==> config.mk <==
export PLATFORM = sky130hd
export DESIGN_NAME = b2y_front
export DESIGN_NICKNAME = d
export VERILOG_FILES = /design/src/rtl/core/b2y_pkg.sv /design/src/rtl/core/b2y_front.sv
export SDC_FILE = /design/constraint.sdc
export NUM_CORES = 1
export LEC_CHECK = 0
export BUFFER_PORTS_ARGS = -buffer_cell sky130_fd_sc_hd__buf_2
export CAP_MARGIN = 10
export CORE_UTILIZATION = 50
export CTS_CLUSTER_SIZE = 14
export DETAILED_ROUTE_END_ITERATION = 6
export PLACE_DENSITY = 0.75
export SETUP_SLACK_MARGIN = 0.4
export SLEW_MARGIN = 5
export SYNTH_ARGS = -nofsm -noshare
export SYNTH_HDL_FRONTEND = slang
export SYNTH_SLANG_ARGS = --single-unit
==> constraint.sdc <==
create_clock -name clk -period 8.1 [get_ports clk]
set_input_delay 1.62 -clock clk [delete_from_list [all_inputs] [get_ports clk]]
set_output_delay 1.62 -clock clk [all_outputs]
set_load 0.05 [all_outputs]
==> src/rtl/core/b2y_pkg.sv <==
// Shared types, constants and register codes for the BGR to YUV 4:2:0 converter.
`default_nettype none

package b2y_pkg;

    localparam int PIX_W            = 8;
    localparam int OFF_W            = 24;
    localparam int DIM_CFG_W        = 12;
    localparam int ROW_STRIDE_W     = 13;
    localparam int PIX_STRIDE_W     = 3;
    localparam int CFG_IDX_W        = 3;
    localparam int CFG_DATA_W       = 13;
    localparam int LIMIT_W          = 14;
    localparam int SUM_W            = 9;
    localparam int TOT_W            = 10;
    localparam int LINE_W           = 3 * SUM_W;
    localparam int LUMA_SUM_W       = 16;
    localparam int CHROMA_W         = 17;

    localparam int DEF_MAX_WIDTH    = 2048;
    localparam int DEF_MAX_HEIGHT   = 2048;
    localparam int CMD_DEPTH        = 4;
    // Must be a power of two.
    localparam int OUT_DEPTH        = 8;

    localparam logic [CFG_IDX_W-1:0] REG_FRAME_WIDTH       = 3'd0;
    localparam logic [CFG_IDX_W-1:0] REG_FRAME_HEIGHT      = 3'd1;
    localparam logic [CFG_IDX_W-1:0] REG_LUMA_ROW_STRIDE   = 3'd2;
    localparam logic [CFG_IDX_W-1:0] REG_LUMA_PIXEL_STRIDE = 3'd3;
    localparam logic [CFG_IDX_W-1:0] REG_U_ROW_STRIDE      = 3'd4;
    localparam logic [CFG_IDX_W-1:0] REG_U_PIXEL_STRIDE    = 3'd5;
    localparam logic [CFG_IDX_W-1:0] REG_V_ROW_STRIDE      = 3'd6;
    localparam logic [CFG_IDX_W-1:0] REG_V_PIXEL_STRIDE    = 3'd7;

    localparam logic [DIM_CFG_W-1:0]    RST_FRAME_WIDTH  = 12'd2048;
    localparam logic [DIM_CFG_W-1:0]    RST_FRAME_HEIGHT = 12'd2048;
    localparam logic [ROW_STRIDE_W-1:0] RST_LUMA_ROW     = 13'd2048;
    localparam logic [ROW_STRIDE_W-1:0] RST_CHROMA_ROW   = 13'd1024;
    localparam logic [PIX_STRIDE_W-1:0] RST_PIX_STRIDE   = 3'd1;

    localparam logic [LUMA_SUM_W-1:0] Y_R_COEF  = 16'd66;
    localparam logic [LUMA_SUM_W-1:0] Y_G_COEF  = 16'd129;
    localparam logic [LUMA_SUM_W-1:0] Y_B_COEF  = 16'd25;
    localparam logic [LUMA_SUM_W-1:0] Y_ROUND   = 16'd128;
    localparam logic [PIX_W-1:0]      Y_OFFSET  = 8'd16;

    localparam logic signed [CHROMA_W-1:0] U_R_COEF    = 17'sd38;
    localparam logic signed [CHROMA_W-1:0] U_G_COEF    = 17'sd74;
    localparam logic signed [CHROMA_W-1:0] U_B_COEF    = 17'sd112;
    localparam logic signed [CHROMA_W-1:0] V_R_COEF    = 17'sd112;
    localparam logic signed [CHROMA_W-1:0] V_G_COEF    = 17'sd94;
    localparam logic signed [CHROMA_W-1:0] V_B_COEF    = 17'sd18;
    localparam logic signed [CHROMA_W-1:0] C_ROUND     = 17'sd128;
    localparam logic signed [CHROMA_W-1:0] C_BIAS      = 17'sd128;
    localparam logic signed [CHROMA_W-1:0] C_MAX       = 17'sd255;

    typedef struct packed {
        logic [PIX_W-1:0] red;
        logic [PIX_W-1:0] green;
        logic [PIX_W-1:0] blue;
    } pixel_t;

    typedef struct packed {
        logic hold;       // even column with a partner to come
        logic line_wr;    // even row: park the pair sums in the line store
        logic chroma;     // block completes with this pixel
        logic odd_col;
        logic odd_row;
        logic frame_end;
    } cmd_flags_t;

    typedef struct packed {
        logic [OFF_W-1:0] luma_offset;
        logic [PIX_W-1:0] luma_value;
        logic             chroma_valid;
        logic [OFF_W-1:0] u_offset;
        logic [PIX_W-1:0] u_value;
        logic [OFF_W-1:0] v_offset;
        logic [PIX_W-1:0] v_value;
        logic             frame_end;
    } result_t;

endpackage

`default_nettype wire

==> src/rtl/core/b2y_front.sv <==
// Front end: raster position counters and per-pixel classification.
`default_nettype none

module b2y_front #(
    parameter int MAX_WIDTH  = b2y_pkg::DEF_MAX_WIDTH,
    parameter int MAX_HEIGHT = b2y_pkg::DEF_MAX_HEIGHT
) (
    input  wire logic                                clk,
    input  wire logic                                rst_n,
    input  wire logic                                accept,
    input  wire logic [b2y_pkg::DIM_CFG_W-1:0]       frame_width,
    input  wire logic [b2y_pkg::DIM_CFG_W-1:0]       frame_height,
    output logic      [$clog2(MAX_WIDTH)-1:0]        x,
    output logic      [$clog2(MAX_HEIGHT)-1:0]       y,
    output b2y_pkg::cmd_flags_t                      flags
);

    localparam int COL_W = $clog2(MAX_WIDTH);
    localparam int ROW_W = $clog2(MAX_HEIGHT);
    localparam int LW    = b2y_pkg::LIMIT_W;

    logic [COL_W-1:0] col_reg;
    logic [COL_W-1:0] col_next;
    logic [ROW_W-1:0] row_reg;
    logic [ROW_W-1:0] row_next;
    logic [LW-1:0]    w_eff;
    logic [LW-1:0]    h_eff;
    logic             last_col;
    logic             last_row;
    logic             even_row_pending;

    always_comb
    begin
        if (frame_width == '0)
            w_eff = LW'(1);
        else if (LW'(frame_width) > LW'(MAX_WIDTH))
            w_eff = LW'(MAX_WIDTH);
        else
            w_eff = LW'(frame_width);

        if (frame_height == '0)
            h_eff = LW'(1);
        else if (LW'(frame_height) > LW'(MAX_HEIGHT))
            h_eff = LW'(MAX_HEIGHT);
        else
            h_eff = LW'(frame_height);
    end

    assign last_col = LW'(col_reg) >= (w_eff - LW'(1));
    assign last_row = LW'(row_reg) >= (h_eff - LW'(1));
    assign even_row_pending = !row_reg[0] && !last_row;

    always_comb
    begin
        flags.hold      = !col_reg[0] && !last_col;
        flags.line_wr   = !flags.hold && even_row_pending;
        flags.chroma    = !flags.hold && !even_row_pending;
        flags.odd_col   = col_reg[0];
        flags.odd_row   = row_reg[0];
        flags.frame_end = last_col && last_row;
    end

    assign x = col_reg;
    assign y = row_reg;

    always_comb
    begin
        col_next = col_reg;
        row_next = row_reg;
        if (accept)
        begin
            if (last_col)
            begin
                col_next = '0;
                row_next = last_row ? '0 : row_reg + 1'b1;
            end
            else
            begin
                col_next = col_reg + 1'b1;
            end
        end
    end

    always_ff @(posedge clk or negedge rst_n)
    begin
        if (!rst_n)
        begin
            col_reg <= '0;
            row_reg <= '0;
        end
        else
        begin
            col_reg <= col_next;
            row_reg <= row_next;
        end
    end

endmodule

`default_nettype wire

# == After elaboration in Yosys (flattened, before gate mapping) ==
# Index checks and enable logic that the tools add are counted.
# classes
n_addsub,4
multipliers,0
div_mod_pow,0
magnitude_cmp,4
n_eq_ne,0
shift,0
muxes,6
bitwise,0
n_reduce_logical,14
# ops
operator,n
$mux 12,3
$ge 11x14->1,2
$sub 14x1->14 const B,2
$gt 12x12->1 const B,2
$logic_not 12->1,2
$add 11x1->11 const B,2
$mux 11,2
$mux 14,1
$logic_not 1->1,6
$logic_and 1x1->1,5
$reduce_and 2->1,1
# totals
ff_bits,22
latchBits,0
ram_bits,0
mem_bits_ro,0
inputBits,27
n_memories,0

# == Depth between registers and ports, before layout ==
# Gate-level depths: netlist (run 1).
# logic_depth
depth_word,9
ltp_mapped,19
mapped_depth_nobuf,17

# == Worst setup path before layout (run 1) ==
# OpenSTA, ideal clock, no wires.
# synth_timing
path_type,input port to output port
from,input port frame_width[4] (netlist name)
to,output port flags[4] (netlist name)
arrival_time_ns,6.040
t_required_ns,6.480
setup_slack_ns,0.440
path_stages,16
cell_sequence,or4_4 > nor3_1 > nand3_1 > nand2b_1 > nand2_1 > ha_1 > buf_2 > o21ai_0 > a2111oi_0 > a311o_1 > ha_1 > nand3_1 > or3_4 > o22ai_4 > nor2_1 > nor3b_1
# synth_rtl
element,line,rtl
"start, declared",b2y_front.sv:11,"input wire logic [b2y_pkg::DIM_CFG_W-1:0] frame_width,"
"end, declared",b2y_front.sv:15,output b2y_pkg::cmd_flags_t flags

==> results of run 1 <==
worst paths after layout:
check / start / endpoint / cells after the start
worst min-delay path: x[10] / x[10] / 2
worst max-delay path: frame_width[4] / flags[4] / 17
max in group asynchronous: rst_n / x[1] / 1
min in group asynchronous: rst_n / x[0] / 1
worst max register to register: y[0] / y[7] / 8
worst min register to register: x[10] / x[10] / 2
worst reg2reg max path, delay by kind of cell, from the launching register on:
family / cells / cell delay (ps)
AOI/OAI and AO/OA: 3 / 470
and+or+nand+nor: 3 / 1010
adders and majority gates: 1 / 290
buffers and inverters: 1 / 150
DFF: 1 / 500
sequential cells by signal (all words and copies together), names as in the netlist:
name and cells:
y 11, x 11
synthesized netlist by cell type (7+ instances only):
cell,number,area [um^2]
sky130_fd_sc_hd__nor3_1,7,35.0
sky130_fd_sc_hd__xnor2_1,7,61.3
sky130_fd_sc_hd__o21ai_0,13,65.1
sky130_fd_sc_hd__and3_1,13,81.3
sky130_fd_sc_hd__dfrtp_1,22,551
sky130_fd_sc_hd__a221o_1,9,90.1
sky130_fd_sc_hd__nor2_1,33,124
sky130_fd_sc_hd__nor2b_1,8,50.1
sky130_fd_sc_hd__nand3_1,11,55.1
sky130_fd_sc_hd__inv_1,7,26.3
sky130_fd_sc_hd__a21oi_1,15,75.1
sky130_fd_sc_hd__nand2_1,21,78.8
sky130_fd_sc_hd__ha_1,26,325
sky130_fd_sc_hd__nand2b_1,7,43.8
power by group through the flow:
stage                     Sequential (mW)  Combinational (mW)  Clock, mW
after floorplan                     0.215               0.106          0
after global placement              0.160               0.216          0
after detailed placement            0.161               0.221          0
after CTS                           0.159               0.223      0.103
after global routing                0.163               0.243      0.108
final                               0.160               0.221      0.102
area by class of cell:
type	count	share of cell area
well taps	52	0.0249
clock buffers	3	0.0158
flip-flops and latches	22	0.211
multi-input cells	234	0.623
inverters	7	0.0101
clock inverters	1	0.0115
repair buffers	54	0.104
per-stage QoR:
step                cells  cell area (um^2)  hold WS, ps   util
detailed placement    369              2540          567  0.583
global route          373              2610          618  0.599
CTS                   373              2610          590  0.599
floorplan             275              2270          815      -
global placement      369              2540          564  0.583
finish                373              2610          591  0.599
routing by layer:
layer	part of all wire	track usage	up-vias
met5	0	0	-
met3	0.032	0.0320	9
met4	0.011	0.0408	0
met1	0.48	0.320	1037
met2	0.48	0.384	41
li1	-	-	1108
logic make-up (layout without fill, tap and decap cells):
family | after synthesis | after routing
AOI/OAI and AO/OA | 65 | 65
xor gates and xnor gates | 13 | 13
adders and majority gates | 26 | 26
buffers and inverters | 19 | 65
DFF | 22 | 22
muxes | 5 | 5
and+or+nand+nor | 125 | 125
==> flow_summary.yaml, run 1 <==
status:
  outcome: "completed"
place:
  placement.io_buffers: 54
  gp_routability_congestion: 0.849
  dp_slack_ps: 993
  place_hpwl_mm: 4.16
route:
  detail_route.iter0.violations: 116
  dr_total_vias: 2195
  totalWireLength_mm: 5.29
  drtAntennaViolNets: 0
  detail_route.drc_violations: 0
  detail_route.first_pass.iterations: 6
  drt-vias-per-instance: 5.88
  wire_per_inst_um: 14.2
cells_and_area:
  layout.area.seq_um2: 551
  nets: 375
  multiInputGateArea_mm2: 0.00163
  drive_above_1_share: 0.218
  layout_commonest_cell: "sky130_fd_sc_hd__buf_2"
  final_cell_mix: "54 x sky130_fd_sc_hd__buf_2, 33 x sky130_fd_sc_hd__nor2_1, 26 x sky130_fd_sc_hd__ha_1"
  synthToLayoutAreaGrowth_pct: 15.1
  antenna_cells_inserted: 0
  num-fill-cells: 409
yosys:
  post_synthesis_share_of_cell_area_spent_on_full_adders_half_adders_and_majority_gates: 0.143
  seq_area_frac_synth: 0.243
  synthesis.area_per_instance_um2: 8.25
  syn-num-nets: 328
  mappedNetlistArea_mm2: 0.00227
  synth_top_family_by_area: "simple AND/OR/NAND/NOR gates"
  postSynthRegisterBits: 22
  share_of_cell_area_taken_by_muxes_after_synthesis: 0.0232
  synth_edf_count: 0
  post_synth_and_or_nand_nor_area_fraction: 0.296
  dominantRegCellSynth: "sky130_fd_sc_hd__dfrtp_1"
  synth_compound_area_frac: 0.205
  yosys_warnings: 0
  synth_cell_type_count: 50
  synth_xor_area_frac: 0.0502
  postSynthCellCount: 275
  async_reset_ff_frac: 1.00
hold_path:
  hold_class: "register to register"
power:
  vdd.ir_drop.worst_mv: 0.105
  power.switching_uw: 215
  switching_share: 0.445
  power-per-cell-area_mw_per_mm2: 185
  cell_internal_pwr_uw: 268
  combinationalPowerShare: 0.458
  cellLeakagePower_nw: 1.27
  clkPwrFrac: 0.212
  total_design_power_uw: 483
  p_seq_frac: 0.330
setup_path:
  critPathMaxFanout: 10
  critical_path.slowest_cell: "sky130_fd_sc_hd__or4_4"
  endpoint_kind: "output pin"
  critical_path.n_buffers_inverters: 2
  crit_path_cell_trace: "buf_2 -> or4_4 -> nor3_1 -> nand3_1 -> nand2b_1 -> nand2_1 -> ha_1 -> o21ai_0 -> a2111oi_0 -> a311o_1 -> ha_1 -> nand3_1 -> or3_4 -> o22ai_4 -> nor2_1 -> nor3b_1 -> buf_2"
  start_kind: "primary input"
  critical_path.top_delay_family: "simple AND/OR/NAND/NOR gates"
  critical_path_required_ps: 6480
  critPathArrivalTime_ps: 5530
  max_stage_delay_ps: 530
  reg2reg_setup_slack_ps: 5570
  setup.worst_path.class: "primary input to output pin"
floorplan:
  die_x_um: 69.4
  initial_core_util: 0.521
  num_rows: 24
  die_h_um: 69.4
  die-area_mm2: 0.00481
  core_area_mm2: 0.00435
  boundaryPins: 55
clock_network:
  tritoncts: "built"
  cts.reportedPaths.clkPinSlew_ps: 80
  clock_sink_count: 22
  tritoncts.num_buffers: 3
  cts_root_buf: "sky130_fd_sc_hd__clkbuf_8"
  post_cts_resized: 0
  post-cts-setup-buffer-count: 0
  holdBufCountCts: 0
  cts-htree-levels: 1
  worst_skew_pair.late_latency_ps: 260
  ctsLongestPathBuffers: 2
global_route:
  grt_antenna_before_repair: 0
  number_of_global_route_vias_before_repair: 2004
  grt.overflow.total: 0
  grt_first_pass_wirelength_mm: 9.19
  grt_util_all_layers: 0.230
  largest_net_degree_at_the_start_of_global_routing: 23
sta:
  hold_violations: 0
  fin_tns_setup_ps: 0
  setup-violations-final: 0
  max_clock_freq_mhz: 140
  rel_slew_slack: 0.541
  grt_setup_unrepaired: "false"
  worst_slack_ps: 947
  max_slew.worst_pin.slew_ps: 682
  clock-skew-final_ps: 3.52
  slew_viol_final: 0
  post-route-period-util: 0.883
  finalCriticalPeriod_ps: 7150
run:
  maxCapViolCount: 0
(Power assumes the default switching activity.)
==> inputs of run 2 (changes only) <==
- PLACE_DENSITY: 0.75 -> 0.78
==> run 2 against run 1 <==
Net effect:
- via count grew 1.8%
- design area shrank 0.62%
- clock power fell by 23%
- worst hold slack lost 6.1 ps
- largest cell class unchanged
- largest power group unchanged
==> flow_summary.yaml, run 2 (synthesized netlist as in run 1, its figures left out) <==
floorplan:
  die_h_um: 69.4
  initial_core_util: 0.521
  boundaryPins: 55
  core_area_mm2: 0.00435
  die_x_um: 69.4
  num_rows: 24
  die-area_mm2: 0.00481
setup_path:
  max_stage_delay_ps: 530
  endpoint_kind: "output pin"
  crit_path_cell_trace: "buf_2 -> or4_4 -> nor3_1 -> nand3_1 -> nand2b_1 -> nand2_1 -> ha_1 -> o21ai_0 -> a2111oi_0 -> a311o_1 -> ha_1 -> nand3_1 -> or3_4 -> o22ai_4 -> nor2_1 -> nor3b_1 -> buf_2"
  critPathMaxFanout: 10
  critPathArrivalTime_ps: 5540
  setup.worst_path.class: "primary input to output pin"
  reg2reg_setup_slack_ps: 5570
  critical_path.slowest_cell: "sky130_fd_sc_hd__or4_4"
  start_kind: "primary input"
  critical_path_required_ps: 6480
cells_and_area:
  layout.core_utilization: 0.596
  antenna_cells_inserted: 0
  drive_above_1_share: 0.218
  layoutNonFillerInstCount: 373
  synthToLayoutAreaGrowth_pct: 14.3
  num-fill-cells: 398
  nets: 375
  final_cell_mix: "54 x sky130_fd_sc_hd__buf_2, 33 x sky130_fd_sc_hd__nor2_1, 26 x sky130_fd_sc_hd__ha_1"
  layout_commonest_cell: "sky130_fd_sc_hd__buf_2"
global_route:
  largest_net_degree_at_the_start_of_global_routing: 23
  grt_antenna_before_repair: 0
  grt.overflow.total: 0
  grt_util_all_layers: 0.232
  grt_first_pass_wirelength_mm: 9.27
  number_of_global_route_vias_before_repair: 2043
sta:
  setup-violations-final: 0
  fin_worst_hold_slack_ps: 584
  post-route-period-util: 0.884
  rel_slew_slack: 0.549
  max_clock_freq_mhz: 140
  clock-skew-final_ps: 2.09
  finalCriticalPeriod_ps: 7160
  hold_violations: 0
  slew_viol_final: 0
  grt_setup_unrepaired: "false"
  max_slew.worst_pin.slew_ps: 670
  fin_tns_setup_ps: 0
clock_network:
  post_cts_resized: 0
  post-cts-setup-buffer-count: 0
  cts.reportedPaths.clkPinSlew_ps: 80
  cts_root_buf: "sky130_fd_sc_hd__clkbuf_8"
  holdBufCountCts: 0
  tritoncts.num_buffers: 3
  clock_sink_count: 22
  ctsLongestPathBuffers: 2
  worst_skew_pair.late_latency_ps: 260
  tritoncts: "built"
  cts-htree-levels: 1
run:
  maxCapViolCount: 0
route:
  totalWireLength_mm: 5.29
  detail_route.iter0.violations: 74
  wire_per_inst_um: 14.2
  drt-vias-per-instance: 5.99
  detail_route.first_pass.iterations: 4
  drtAntennaViolNets: 0
  dr_total_vias: 2234
  detail_route.drc_violations: 0
hold_path:
  hold_class: "register to register"
place:
  placement.io_buffers: 54
  placed_cells: 369
  gp_routability_congestion: 0.862
  place_hpwl_mm: 4.16
power:
  total_design_power_uw: 459
  cellLeakagePower_nw: 1.27
  vdd.ir_drop.worst_mv: 0.0754
  power-per-cell-area_mw_per_mm2: 177
status:
  outcome: "completed"
run 2: cell count changes in the layout (fill, tap and decap cells not counted), sizes merged:
cell,change
bufinv,-1
clkbuf,+1
run 2: path summary, 6_finish.rpt:
check,startpoint,endpoint,cells after the start
worst max-delay path,frame_width[4],flags[4],17
worst min-delay path,x[10],x[10],2
worst max register to register,x[0],y[4],8
worst min register to register,x[10],x[10],2
max in group asynchronous,rst_n,x[3],1
min in group asynchronous,rst_n,x[10],1
run 2: final cells by class:
class                   count  area, um^2  share of cell area
repair buffers             54         270               0.104
inverters                   7        26.3              0.0101
well taps                  52        65.1              0.0251
clock buffers               4        55.1              0.0212
flip-flops and latches     22         551               0.212
multi-input cells         234        1630               0.627
run 2: where the power goes:
| group | internal, mW | switching [mW] | total (mW) |
|---|---|---|---|
| clock network | 0.0433 | 0.0355 | 0.0788 |
| logic | 0.0745 | 0.147 | 0.222 |
| registers | 0.128 | 0.0307 | 0.158 |
| total | 0.245 | 0.213 | 0.459 |
run 2: critical path, delay by kind of cell:
| family | cells | cell delay, ps |
|---|---|---|
| compound gates | 4 | 970 |
| buf+inv | 2 | 410 |
| simple gates | 9 | 1940 |
| fa+ha+maj | 2 | 570 |
run 2: through the flow:
| stage | worst slack [ps] | area [um^2] |
|---|---|---|
| global placement | 1030 | 2540 |
| CTS | 909 | 2590 |
| floorplan | 440 | 2270 |
| finish | 942 | 2590 |
| global route | 713 | 2590 |
| detailed placement | 917 | 2540 |
run 2: layer usage:
layer  vias up  GRT usage  share of wire
met1      1049      0.304           0.45
li1       1118          -              -
met4         0     0.0748          0.012
met5         -          0              0
met2        61      0.403           0.50
met3         6     0.0203          0.035
