--- config.mk ---
export PLATFORM = sky130hd
export DESIGN_NAME = b2y_cmd_queue
export DESIGN_NICKNAME = d
export VERILOG_FILES = /design/src/rtl/core/b2y_pkg.sv /design/src/rtl/core/b2y_cmd_queue.sv
export SDC_FILE = /design/constraint.sdc
export NUM_CORES = 1
export LEC_CHECK = 0
export BUFFER_PORTS_ARGS = -buffer_cell sky130_fd_sc_hd__buf_2
export CAP_MARGIN = 20
export CORE_AREA = 2 2 39 41
export CTS_BUF_LIST = sky130_fd_sc_hd__clkbuf_4 sky130_fd_sc_hd__clkbuf_8
export CTS_CLUSTER_DIAMETER = 120
export DETAILED_ROUTE_END_ITERATION = 6
export DIE_AREA = 0 0 41 43
export PLACE_DENSITY = 0.63
export REMOVE_ABC_BUFFERS = 1
export SLEW_MARGIN = 15
export SYNTH_ARGS = -nofsm -noshare
export SYNTH_HDL_FRONTEND = slang
export SYNTH_SLANG_ARGS = --single-unit
--- constraint.sdc ---
create_clock -name clk -period 2.2 [get_ports clk]
set_input_delay 0.33 -clock clk [delete_from_list [all_inputs] [get_ports clk]]
set_output_delay 0.33 -clock clk [all_outputs]
set_load 0.01 [all_outputs]
--- src/rtl/core/b2y_pkg.sv ---
// Shared types, constants and register codes for the BGR to YUV 4:2:0 converter.
`default_nettype none

package b2y_pkg;

    localparam int PIX_W            = 8;
    localparam int OFF_W            = 24;
    localparam int DIM_CFG_W        = 12;
    localparam int ROW_STRIDE_W     = 13;
    localparam int PIX_STRIDE_W     = 3;
    localparam int CFG_IDX_W        = 3;
    localparam int CFG_DATA_W       = 13;
    localparam int LIMIT_W          = 14;
    localparam int SUM_W            = 9;
    localparam int TOT_W            = 10;
    localparam int LINE_W           = 3 * SUM_W;
    localparam int LUMA_SUM_W       = 16;
    localparam int CHROMA_W         = 17;

    localparam int DEF_MAX_WIDTH    = 2048;
    localparam int DEF_MAX_HEIGHT   = 2048;
    localparam int CMD_DEPTH        = 4;
    // Must be a power of two.
    localparam int OUT_DEPTH        = 8;

    localparam logic [CFG_IDX_W-1:0] REG_FRAME_WIDTH       = 3'd0;
    localparam logic [CFG_IDX_W-1:0] REG_FRAME_HEIGHT      = 3'd1;
    localparam logic [CFG_IDX_W-1:0] REG_LUMA_ROW_STRIDE   = 3'd2;
    localparam logic [CFG_IDX_W-1:0] REG_LUMA_PIXEL_STRIDE = 3'd3;
    localparam logic [CFG_IDX_W-1:0] REG_U_ROW_STRIDE      = 3'd4;
    localparam logic [CFG_IDX_W-1:0] REG_U_PIXEL_STRIDE    = 3'd5;
    localparam logic [CFG_IDX_W-1:0] REG_V_ROW_STRIDE      = 3'd6;
    localparam logic [CFG_IDX_W-1:0] REG_V_PIXEL_STRIDE    = 3'd7;

    localparam logic [DIM_CFG_W-1:0]    RST_FRAME_WIDTH  = 12'd2048;
    localparam logic [DIM_CFG_W-1:0]    RST_FRAME_HEIGHT = 12'd2048;
    localparam logic [ROW_STRIDE_W-1:0] RST_LUMA_ROW     = 13'd2048;
    localparam logic [ROW_STRIDE_W-1:0] RST_CHROMA_ROW   = 13'd1024;
    localparam logic [PIX_STRIDE_W-1:0] RST_PIX_STRIDE   = 3'd1;

    localparam logic [LUMA_SUM_W-1:0] Y_R_COEF  = 16'd66;
    localparam logic [LUMA_SUM_W-1:0] Y_G_COEF  = 16'd129;
    localparam logic [LUMA_SUM_W-1:0] Y_B_COEF  = 16'd25;
    localparam logic [LUMA_SUM_W-1:0] Y_ROUND   = 16'd128;
    localparam logic [PIX_W-1:0]      Y_OFFSET  = 8'd16;

    localparam logic signed [CHROMA_W-1:0] U_R_COEF    = 17'sd38;
    localparam logic signed [CHROMA_W-1:0] U_G_COEF    = 17'sd74;
    localparam logic signed [CHROMA_W-1:0] U_B_COEF    = 17'sd112;
    localparam logic signed [CHROMA_W-1:0] V_R_COEF    = 17'sd112;
    localparam logic signed [CHROMA_W-1:0] V_G_COEF    = 17'sd94;
    localparam logic signed [CHROMA_W-1:0] V_B_COEF    = 17'sd18;
    localparam logic signed [CHROMA_W-1:0] C_ROUND     = 17'sd128;
    localparam logic signed [CHROMA_W-1:0] C_BIAS      = 17'sd128;
    localparam logic signed [CHROMA_W-1:0] C_MAX       = 17'sd255;

    typedef struct packed {
        logic [PIX_W-1:0] red;
        logic [PIX_W-1:0] green;
        logic [PIX_W-1:0] blue;
    } pixel_t;

    typedef struct packed {
        logic hold;       // even column with a partner to come
        logic line_wr;    // even row: park the pair sums in the line store
        logic chroma;     // block completes with this pixel
        logic odd_col;
        logic odd_row;
        logic frame_end;
    } cmd_flags_t;

    typedef struct packed {
        logic [OFF_W-1:0] luma_offset;
        logic [PIX_W-1:0] luma_value;
        logic             chroma_valid;
        logic [OFF_W-1:0] u_offset;
        logic [PIX_W-1:0] u_value;
        logic [OFF_W-1:0] v_offset;
        logic [PIX_W-1:0] v_value;
        logic             frame_end;
    } result_t;

endpackage

`default_nettype wire

--- src/rtl/core/b2y_cmd_queue.sv ---
// Short command queue between the front end and the conversion back end.
`default_nettype none

module b2y_cmd_queue #(
    parameter type item_t = logic,
    parameter int  DEPTH  = b2y_pkg::CMD_DEPTH
) (
    input  wire logic  clk,
    input  wire logic  rst_n,
    input  wire logic  wr_en,
    input  item_t      wr_data,
    output logic       full,
    input  wire logic  rd_en,
    output item_t      rd_data,
    output logic       empty
);

    localparam int PTR_W = (DEPTH > 1) ? $clog2(DEPTH) : 1;
    localparam int CNT_W = $clog2(DEPTH + 1);

    item_t            slot_mem [DEPTH];
    logic [PTR_W-1:0] wr_ptr_reg;
    logic [PTR_W-1:0] wr_ptr_next;
    logic [PTR_W-1:0] rd_ptr_reg;
    logic [PTR_W-1:0] rd_ptr_next;
    logic [CNT_W-1:0] count_reg;
    logic [CNT_W-1:0] count_next;
    logic             do_wr;
    logic             do_rd;

    assign full    = count_reg == CNT_W'(DEPTH);
    assign empty   = count_reg == '0;
    assign do_wr   = wr_en && !full;
    assign do_rd   = rd_en && !empty;
    assign rd_data = slot_mem[rd_ptr_reg];

    always_comb
    begin
        wr_ptr_next = wr_ptr_reg;
        rd_ptr_next = rd_ptr_reg;
        count_next  = count_reg;
        if (do_wr)
            wr_ptr_next = (wr_ptr_reg == PTR_W'(DEPTH - 1)) ? '0 : wr_ptr_reg + 1'b1;
        if (do_rd)
            rd_ptr_next = (rd_ptr_reg == PTR_W'(DEPTH - 1)) ? '0 : rd_ptr_reg + 1'b1;
        if (do_wr && !do_rd)
            count_next = count_reg + 1'b1;
        else if (do_rd && !do_wr)
            count_next = count_reg - 1'b1;
    end

    always_ff @(posedge clk)
    begin
        if (do_wr)
            slot_mem[wr_ptr_reg] <= wr_data;
    end

    always_ff @(posedge clk or negedge rst_n)
    begin
        if (!rst_n)
        begin
            wr_ptr_reg <= '0;
            rd_ptr_reg <= '0;
            count_reg  <= '0;
        end
        else
        begin
            wr_ptr_reg <= wr_ptr_next;
            rd_ptr_reg <= rd_ptr_next;
            count_reg  <= count_next;
        end
    end

endmodule

`default_nettype wire

# After elaboration in Yosys (flattened, before gate mapping)
# Memory sizes are Yosys's and may differ from the RTL's.
# Cells that the tools add are included.
# word_totals
memories	1
ramBits	4
elab_cells	27
out_inout_bits	3
ff_bits	7
inputBits	5
# mem_list
memory	words	word_bits	read_ports	rd_ports_with_merged_regs	wr	line	rtl
slot_mem	4	1	1	0	1	b2y_cmd_queue.sv:21	item_t slot_mem [DEPTH];
# op_classes
n_eq_ne	3
muxes	6
add_sub_neg	4
n_reduce_logical	10
# op_table
operator	count
$mux W3	2
$add A2 B1 Y2 const B	2
$eq A2 B2 Y1 const B	2
$logic_and A1 B1 Y1	4
$logic_not A1 Y1	4
$mux W2	2
$add A3 B1 Y3 const B	1
$eq A3 B3 Y1 const B	1
$logic_not A3 Y1	1
$sub A3 B1 Y3 const B	1
$mux W1	2
$reduce_bool A2 Y1	1

# Longest topological paths before layout
# Gate-level depths: netlist of run 1.
# logic_depth
ltp_word	7
depth_mapped	9

# Worst setup path after synthesis of run 1
# OpenSTA, ideal clock, no wires.
# synth_path
kind	register to register
startpoint	register count_reg[0]
endpoint	register count_reg[2]
setup_time_ps	79
stages_incl_launch_ff	9
setup_slack_ps	162
synth_period_minus_slack_ps	2038
t_arrival_ps	1959
path_buffers	0
path_cell_list	dfrtp_1 -> nor3_1 -> nand2b_2 -> ha_1 -> inv_1 -> fa_1 -> xor2_1 -> nor2_1 -> xor2_1
# synth_between
elab_chain_cells	6
word_cells_on_any_way	15
classes_between	2 x add/sub; 1 x eq/ne; 2 x mux; 10 x reduce/logical
# synth_lines
element	line	rtl
start: declaration	b2y_cmd_queue.sv:26	logic [CNT_W-1:0] count_reg;
start signal: assignment	b2y_cmd_queue.sv:70	count_reg <= count_next;
$logic_not A3 Y1 (*)	b2y_cmd_queue.sv:32	assign empty = count_reg == '0;
named net empty	b2y_cmd_queue.sv:15	output logic empty
$logic_not A1 Y1 (*)	b2y_cmd_queue.sv:34	assign do_rd = rd_en && !empty;
$logic_and A1 B1 Y1 (*)	b2y_cmd_queue.sv:34	
$logic_not A1 Y1	b2y_cmd_queue.sv:46	if (do_wr && !do_rd)
$logic_and A1 B1 Y1	b2y_cmd_queue.sv:46	
$mux W3 / $reduce_bool A2 Y1 (equally long branches)	-	
# The timed path passes the listed nets; every way through them passes the cells marked *. The select of a mux whose other input is x is not followed.
# A chain may end at the register's enable or synchronous reset.

# Worst setup path in the final report of run 1
# layout_path
startpoint	register count_reg[0]
endpoint	register count_reg[2]
# layout_between
elab_chain_cells	6
word_cells_on_any_way	15
classes_between	2 x add/sub; 1 x eq/ne; 2 x mux; 10 x reduce/logical
# layout_lines
element
parallel branches: the longest is 6 deep, another holds $sub A3 B1 Y3
# Parallel ways; which one is timed is not known. The select of a mux whose other input is x is not followed.

==> results of run 1 <==
critical path: stages, from the launching register on:
cell      delay (ns)
dfrtp_1         0.45
nor3_1          0.24
nand2b_2        0.19
ha_1            0.20
inv_1           0.06
fa_1            0.39
xor2_1          0.16
nor2_1          0.11
xor2_1          0.16
through the flow:
stage	util	cell area [um^2]	cells	power (W)	worst slack (ns)
5_1_grt	0.499	691	70	0.00102	0.0436
2_1_floorplan	-	588	41	0.000676	0.160
6_report	0.499	691	70	0.000939	0.158
3_5_place_dp	0.470	651	65	0.000790	0.181
3_3_place_gp	0.470	651	65	0.000751	0.281
4_1_cts	0.499	691	70	0.000953	0.153
cell type report:
type,count,share of cell area
sequential,11,0.428
multi-input combinational,27,0.408
timing repair buffer,9,0.0761
clock buffer,4,0.0435
tap,16,0.0290
inverter,3,0.0163
cell usage in the layout (no fill, tap or decap):
master / synthesis / final
mux2_2: 3 / 3
dlygate4sd3_1: 0 / 1
mux2_4: 2 / 2
fa_1: 1 / 1
nor2_1: 3 / 3
inv_1: 3 / 3
nor3b_2: 1 / 1
ha_1: 6 / 6
buf_4: 0 / 1
nor2b_1: 1 / 1
xnor2_1: 1 / 1
dfrtp_1: 7 / 7
xor2_1: 2 / 2
nand2b_2: 1 / 1
nor3_1: 1 / 1
buf_2: 0 / 7
clkbuf_4: 0 / 4
and2_2: 4 / 4
mux4_2: 1 / 1
edfxtp_1: 4 / 4
final timing paths:
path,from,slack [ns],endpoint
max in group asynchronous,rst_n,1.64,wr_ptr_reg[0]$_DFFE_PN0P_
min in group asynchronous,rst_n,0.41,rd_ptr_reg[1]$_DFFE_PN0P_
setup reg to reg,count_reg[0]$_DFFE_PN0P_,0.16,count_reg[2]$_DFFE_PN0P_
hold / removal,wr_data,0.27,slot_mem[1]$_DFFE_PP_
hold reg to reg,count_reg[2]$_DFFE_PN0P_,0.51,count_reg[2]$_DFFE_PN0P_
setup / recovery,count_reg[0]$_DFFE_PN0P_,0.16,count_reg[2]$_DFFE_PN0P_
cells by family after synthesis:
logic type | share of synthesized area
AND/OR/NAND/NOR | 0.123
multiplexers | 0.144
flip-flops | 0.493
buffers and inverters | 0.0376
adder cells (fa/ha/maj) | 0.159
XOR/XNOR | 0.0438
power breakdown:
part	total [W]	switching, W	internal, W
Sequential	0.000387	0.0000866	0.000301
Combinational	0.000399	0.000165	0.000235
Clock	0.000152	0.0000697	0.0000827
Total	0.000939	0.000321	0.000618
metal layers:
layer	track usage	wire length, um	vias to the layer above
met4	0.140	42	0
met5	0	0	-
met1	0.158	359	169
li1	-	-	162
met2	0.175	439	6
met3	0.0314	26	5
repair_timing:
item / 4_1_cts / 5_1_grt
endpoints found under the hold margin: 7 / 0
hold buffers: 1 / 0
resized for setup: 0 / 0
setup endpoints to repair: 0 / 0
==> reports/metrics.cfg, run 1 <==
[synthesis]
synth-seq-area-share=0.493
yosys.area.top_type_share=0.292
yosysTopAreaCell=dfrtp_1
syn_area_um2=599
synthFlopType=dfrtp_1
ys_top_cells_by_area=dfrtp_1 29%, edfxtp_1 20%, ha_1 13%
synthArstFlopShare=0.636
yosys-top-cells-count=7 x dfrtp_1, 6 x ha_1, 4 x and2_2, 4 x edfxtp_1
yosysWarningCount=0
synth-edff-count=4
synthMostInstantiatedCell=dfrtp_1
synth.distinct_cells=17
synth_cells=42
ys_ff_latch=11
syn_avg_cell_area_um2=14.3

[floorplanning]
die_w_um=41
fp.dieH_um=43
coreArea_mm2=0.00138
start_util=0.433
rows=14
die_area_mm2=0.00176
ios=8

[clock_tree]
numCtsBuffers=3
cts_root_buffer=clkbuf_4
cts_tree=done
path_clk_slew_ns=0.07
numClockSinks=11
cts_htree_levels=1
clock_latency_ns=0.27
post_cts_buffers=0
clockBufferDepth=2

[sta]
drv_slew=0
fin_crit_ns=2.04
finalSetupViolCount=0
fin_crit_sh=0.928
max_freq_mhz=490
hold_viol_final=0
finalSetupTns_ns=0
rsz0062_at_grt=no
holdWs_ns=0.266
finClkSkew_ns=0.00361
tightest_slew_ns=0.196
max_slew_margin=0.868

[global_routing]
grt_pass1_wl_mm=1.47
antenna_found_initial=0
grt_use_total=0.132
overflow=0
grt_pass1_vias=363
grt_start_max_net_pins=8

[drt]
drt-pass1-iter-count=2
ant_nets=0
vias=342
drc=0
drt_iter0_markers=7
wire_per_inst_um=12.4
viasPerCell=4.89
routed_wirelength_um=866

[worst_setup_path]
endpoint_kind=register
cp.required_ns=2.40
worstPathArrival_ns=2.24
path_class=register to register
path_max_fanout=4
ff2ff_path_depth=8
start_kind=register

[finish]
largest_register_ffs=4
multiInputGateArea_um2=282
n_fill_cell=120
area_growth_pct=15.2
ff_latch_area_um2=295
nets=67
antenna_cells=0
layout-drive-gt1-share=0.444

[power_and_ir_drop]
peakVddDrop_mv=0.464
power_density_mw_per_mm2=1360
power.leakage_nw=0.320

[placed_design]
io_buffers=7
place_congestion=0.790

[outcome]
status=finished, final reports clean

[flow_run]
drv_cap=0

[min_path]
hold_path.class=primary input to register
whs_path_depth=1

Note: power is estimated with default switching activity, not from simulation.
==> inputs of run 2 (changes only) <==
--- a/config.mk
+++ b/config.mk
@@ -5,14 +5,15 @@
 export SDC_FILE = /design/constraint.sdc
 export NUM_CORES = 1
 export LEC_CHECK = 0
+export ABC_AREA = 1
 export BUFFER_PORTS_ARGS = -buffer_cell sky130_fd_sc_hd__buf_2
 export CAP_MARGIN = 20
 export CORE_AREA = 2 2 39 41
 export CTS_BUF_LIST = sky130_fd_sc_hd__clkbuf_4 sky130_fd_sc_hd__clkbuf_8
-export CTS_CLUSTER_DIAMETER = 120
+export CTS_CLUSTER_DIAMETER = 50
 export DETAILED_ROUTE_END_ITERATION = 6
 export DIE_AREA = 0 0 41 43
-export PLACE_DENSITY = 0.63
+export PLACE_DENSITY = 0.66
 export REMOVE_ABC_BUFFERS = 1
 export SLEW_MARGIN = 15
 export SYNTH_ARGS = -nofsm -noshare
==> reports/metrics.cfg, run 2 <==
[synthesis]
yosys-top-cells-count=17 x inv_1, 16 x nand2_1, 7 x dfrtp_1
synth_simple_gate_area_frac=0.247
ys_top_cells_by_area=dfrtp_1 27%, edfxtp_1 19%, ha_1 12%
yosys.area.top_type_share=0.275
synth.distinct_cells=17
synth-seq-area-share=0.463
synth_cells=72
yosysTopAreaCell=dfrtp_1
synth_compound_area_frac=0.0275
synthArstFlopShare=0.636
ys_ff_latch=11
yosysWarningCount=0
synthMostInstantiatedCell=inv_1
syn_avg_cell_area_um2=8.86
synth_fa_ha_area_frac=0.149
muxShareOfSynthArea=0
synth_top_family_by_area=simple AND/OR/NAND/NOR gates
synth_xor_area_frac=0.0137
synth-edff-count=4
syn_area_um2=638
synthFlopType=dfrtp_1

[floorplanning]
start_util=0.461
coreArea_mm2=0.00138
fp.dieH_um=43
die_w_um=41
rows=14
die_area_mm2=0.00176
ios=8

[finish]
final_common_cell=inv_1
area_growth_pct=14.9
final_cell_mix=17 x inv_1, 16 x nand2_1, 7 x dfrtp_1, 7 x buf_2
layout.cells.non_filler=100
stdcell_area_um2=733
antenna_cells=0
nets=97
largest_register_ffs=4
final_core_util=0.530
layout-drive-gt1-share=0.179

[drt]
drc=0
ant_nets=0
drt_iter0_markers=2
viasPerCell=4.54
drt-pass1-iter-count=4
wire_per_inst_um=8.72
routed_wirelength_um=872
vias=454

[worst_setup_path]
worstPathArrival_ns=1.95
crit_buf_inv=3
path_max_fanout=7
endpoint_kind=register
path_class=register to register
start_kind=register
crit_chain=inv_1 -> nand3_2 -> nand2_4 -> inv_1 -> ha_1 -> inv_1 -> fa_1 -> nand2_1 -> o21ai_0
path_common_cell=inv_1
cp_slowest_cell=dfrtp_1
crit_family=adder cells
cp.required_ns=2.34
max_stage_delay_ns=0.42

[power_and_ir_drop]
clkPwrFrac=0.154
seqPwrFrac=0.392
internal_power_w=0.000559
switching_power_w=0.000387
power_density_mw_per_mm2=1290
p_comb_frac=0.454
power.leakage_nw=0.403
sw_frac_of_total=0.410
peakVddDrop_mv=0.683

[global_routing]
grt-busiest-layer=met2
grt_start_max_net_pins=8
grt_pass1_vias=359
antenna_found_initial=0
grt_use_total=0.121
gr-usage-met2=0.172
grt_pass1_wl_mm=1.39
use_met3=0.0314
overflow=0
met1_usage=0.155

[sta]
max_slew_margin=0.870
finalSetupViolCount=0
finClkSkew_ns=0.00175
drv_slew=0
fin_crit_ns=1.81
max_freq_mhz=553
finalSetupTns_ns=0
tightest_slew_ns=0.195
hold_viol_final=0
fin_crit_sh=0.821
rsz0062_at_grt=no

[clock_tree]
clockBufferDepth=2
cts_htree_levels=1
cts_tree=done
cts_root_buffer=clkbuf_4
clock_latency_ns=0.26
numClockSinks=11
numCtsBuffers=3
path_clk_slew_ns=0.07
post_cts_buffers=0

[placed_design]
dp.cells=95
dp_hpwl_um=723
io_buffers=7
place_area_um2=693
place_congestion=0.819

[min_path]
hold_path.class=primary input to register

[flow_run]
drv_cap=0

[outcome]
status=finished, final reports clean

-- run 2: power groups by stage --
stage	sequential, W	clock, W	combinational (W)
global route	0.000379	0.000165	0.000505
detailed placement	0.000375	0	0.000434
floorplan	0.000361	0	0.000338
global placement	0.000373	0	0.000426
CTS	0.000370	0.000149	0.000439
finish	0.000370	0.000146	0.000430
-- run 2: repair_timing --
action | 4_1_cts | 5_1_grt
hold buffers | 1 | 0
gates resized for setup | 0 | 0
hold endpoints to repair | 7 | 0
-- run 2: final timing paths --
check / slack [ns] / end / from / depth (start not counted)
max: 0.39 / count_reg[1]$_DFFE_PN0P_ / count_reg[0]$_DFFE_PN0P_ / 9
min: 0.28 / slot_mem[0]$_DFFE_PP_ / wr_data / 1
max reg2reg: 0.39 / count_reg[1]$_DFFE_PN0P_ / count_reg[0]$_DFFE_PN0P_ / 9
min reg2reg: 0.53 / count_reg[2]$_DFFE_PN0P_ / count_reg[2]$_DFFE_PN0P_ / 2
max in group asynchronous: 1.62 / rd_ptr_reg[1]$_DFFE_PN0P_ / rst_n / 2
min in group asynchronous: 0.42 / count_reg[1]$_DFFE_PN0P_ / rst_n / 2
-- run 2: area by class of cell --
class / instances / area, um^2
timing repair buffer: 8 / 45.0
clock buffer: 4 / 30.0
sequential: 11 / 295
tap: 16 / 20.0
fill: 127 / 651
multi-input combinational: 44 / 279
inverter: 17 / 63.8
-- run 2: worst reg2reg max path: cells and delay by family, from the launching register on --
kind / cells / cell delay [ns]
AOI/OAI and AO/OA: 1 / 0.08
and+or+nand+nor: 3 / 0.33
buffers and inverters: 3 / 0.24
adders and majority gates: 2 / 0.61
DFF: 1 / 0.42
-- run 2: logic make-up (layout without fill, tap and decap cells) --
family,after synthesis,in the layout
adder cells (fa/ha/maj),7,7
XOR/XNOR,1,1
buffers and inverters,17,29
flip-flops,11,11
AO/OA/AOI/OAI,3,3
AND/OR/NAND/NOR,33,33
-- run 2: layer usage --
| layer | wire length (um) | vias to the layer above |
|---|---|---|
| met4 | 12 | 0 |
| met2 | 383 | 9 |
| li1 | - | 248 |
| met1 | 440 | 195 |
| met3 | 36 | 2 |
| met5 | 0 | - |
-- run 2: per-stage QoR --
stage	total power [W]	setup slack, ns	hold slack [ns]
after floorplan	0.000699	0.537	0.0344
after global placement	0.000799	0.418	0.173
after detailed placement	0.000808	0.392	0.172
after CTS	0.000958	0.384	0.278
after global routing	0.00105	0.258	0.275
final	0.000946	0.393	0.280
==> inputs of run 3 (changes only) <==
--- a/config.mk
+++ b/config.mk
@@ -13,7 +13,7 @@
 export CTS_CLUSTER_DIAMETER = 50
 export DETAILED_ROUTE_END_ITERATION = 6
 export DIE_AREA = 0 0 41 43
-export PLACE_DENSITY = 0.66
+export PLACE_DENSITY = 0.69
 export REMOVE_ABC_BUFFERS = 1
 export SLEW_MARGIN = 15
 export SYNTH_ARGS = -nofsm -noshare
==> constraint.sdc (replaced) <==
create_clock -name clk -period 1.55 [get_ports clk]
set_input_delay 0.2325 -clock clk [delete_from_list [all_inputs] [get_ports clk]]
set_output_delay 0.2325 -clock clk [all_outputs]
set_load 0.01 [all_outputs]
==> reports/metrics.cfg, run 3 (synthesized netlist as in run 2, its figures left out) <==
[worst_setup_path]
endpoint_kind=register
path_max_fanout=3
worstPathArrival_ns=1.78
path_class=register to register
cp.required_ns=1.71
start_kind=register
reg2reg_slack_ns=-0.07

[floorplanning]
coreArea_mm2=0.00138
die_area_mm2=0.00176
ios=8
rows=14
start_util=0.461
die_w_um=41
fp.dieH_um=43

[power_and_ir_drop]
peakVddDrop_mv=1.02
power_density_mw_per_mm2=1900
power.leakage_nw=0.461
finalPower_w=0.00164

[global_routing]
grt_use_total=0.150
use_met3=0.0314
grt_pass1_vias=461
grt_pass1_wl_mm=1.77
overflow=0
grt-busiest-layer=met2
grt_start_max_net_pins=8
met1_usage=0.178
gr-usage-met2=0.241
antenna_found_initial=0

[sta]
fin_crit_ns=1.62
max_slew_margin=0.877
finClkSkew_ns=0.0112
rsz0062_at_grt=yes
drv_slew=0
finalSetupTns_ns=-0.110
tightest_slew_ns=0.184
finalSetupViolCount=2
fin_crit_sh=1.04
max_freq_mhz=618
hold_viol_final=0
setup_ws_ns=-0.0685
holdWs_ns=0.188

[drt]
routed_wirelength_mm=1.10
drt-pass1-iter-count=2
drc=0
viasPerCell=4.40
drt_iter0_markers=1
vias=497
wire_per_inst_um=9.73
ant_nets=0

[finish]
layout-drive-gt1-share=0.402
largest_register_ffs=4
area_growth_pct=35.3
antenna_cells=0
nets=110
final_cell_mix=14 x nand2_1, 13 x buf_4, 11 x inv_1, 7 x dfrtp_1, 7 x buf_2
final_core_util=0.624
final_common_cell=nand2_1
stdcell_area_um2=863
n_fill_cell=119

[placed_design]
place_congestion=0.824
dp_hpwl_um=752
io_buffers=7
place_area_um2=746

[outcome]
violations=setup timing
status=finished, violations left

[clock_tree]
numClockSinks=11
numCtsBuffers=3
clock_latency_ns=0.27
clockBufferDepth=2
path_clk_slew_ns=0.07
cts_htree_levels=1
cts_root_buffer=clkbuf_4
cts_tree=done

[min_path]
hold_path.class=primary input to register

[flow_run]
drv_cap=0

## run 3: cell count changes in the layout (fill, tap and decap cells not counted)
cell / change
buf_4: +13
inv_1: -6
inv_2: +6
nand2_1: -2
nand2_2: +2
fa_1: -1
fa_2: +1
ha_1: -1
ha_4: +1
nand3_1: -1
nand3_4: +1
o21ai_0: -1
o21ai_1: +1
## run 3: critical path: stages, from the launching register on
cell and delay [ns]:
dfrtp_1 0.43, inv_2 0.08, nand3_2 0.09, nand2_2 0.09, ha_4 0.14, inv_2 0.04
fa_2 0.35, inv_2 0.07, nand2_2 0.06, nand4_1 0.08, nand2_1 0.07
## run 3: power by group
group          leakage (nW)  total (W)  switching (W)  internal (W)
Combinational         0.321   0.000910       0.000462      0.000447
Sequential            0.122   0.000524       0.000104      0.000420
Clock                0.0184   0.000210      0.0000926      0.000117
Total                 0.461    0.00164       0.000659      0.000984
## run 3: stage by stage
| stage | worst slack, ns | instances |
|---|---|---|
| 2_1_floorplan | -0.113 | 72 |
| 3_3_place_gp | -0.0823 | 102 |
| 3_5_place_dp | -0.148 | 102 |
| 4_1_cts | -0.0327 | 113 |
| 5_1_grt | -0.150 | 113 |
| 6_report | -0.0685 | 113 |
## run 3: layout make-up
class | count | area [um^2] | share of cell area
Multi-Input combinational cell | 44 | 312 | 0.361
Sequential cell | 11 | 295 | 0.342
Timing Repair Buffer | 21 | 143 | 0.165
Inverter | 17 | 63.8 | 0.0739
Clock buffer | 4 | 30.0 | 0.0348
Tap cell | 16 | 20.0 | 0.0232
## run 3: metal layers
| metal | share of wire | vias up |
|---|---|---|
| met5 | 0 | - |
| met4 | 0.013 | 0 |
| met3 | 0.034 | 2 |
| met2 | 0.49 | 9 |
| met1 | 0.46 | 215 |
| li1 | - | 271 |
## run 3: path summary, 6_finish.rpt
kind | from | depth (start not counted) | end
max reg2reg | count_reg[2]$_DFFE_PN0P_ | 10 | count_reg[2]$_DFFE_PN0P_
min in group asynchronous | rst_n | 2 | count_reg[0]$_DFFE_PN0P_
max in group asynchronous | rst_n | 2 | rd_ptr_reg[0]$_DFFE_PN0P_
min reg2reg | wr_ptr_reg[1]$_DFFE_PN0P_ | 2 | wr_ptr_reg[1]$_DFFE_PN0P_
min | wr_data | 1 | slot_mem[0]$_DFFE_PP_
max | count_reg[2]$_DFFE_PN0P_ | 10 | count_reg[2]$_DFFE_PN0P_
## run 3: what timing repair did
| action | in CTS | in global routing |
|---|---|---|
| resized for setup | 13 | 1 |
| endpoints found under the hold margin | 7 | 0 |
| endpoints found under the setup margin | 2 | 2 |
| hold buffers | 1 | 0 |
| setup buffers | 6 | 0 |
| pin swaps | 9 | 3 |
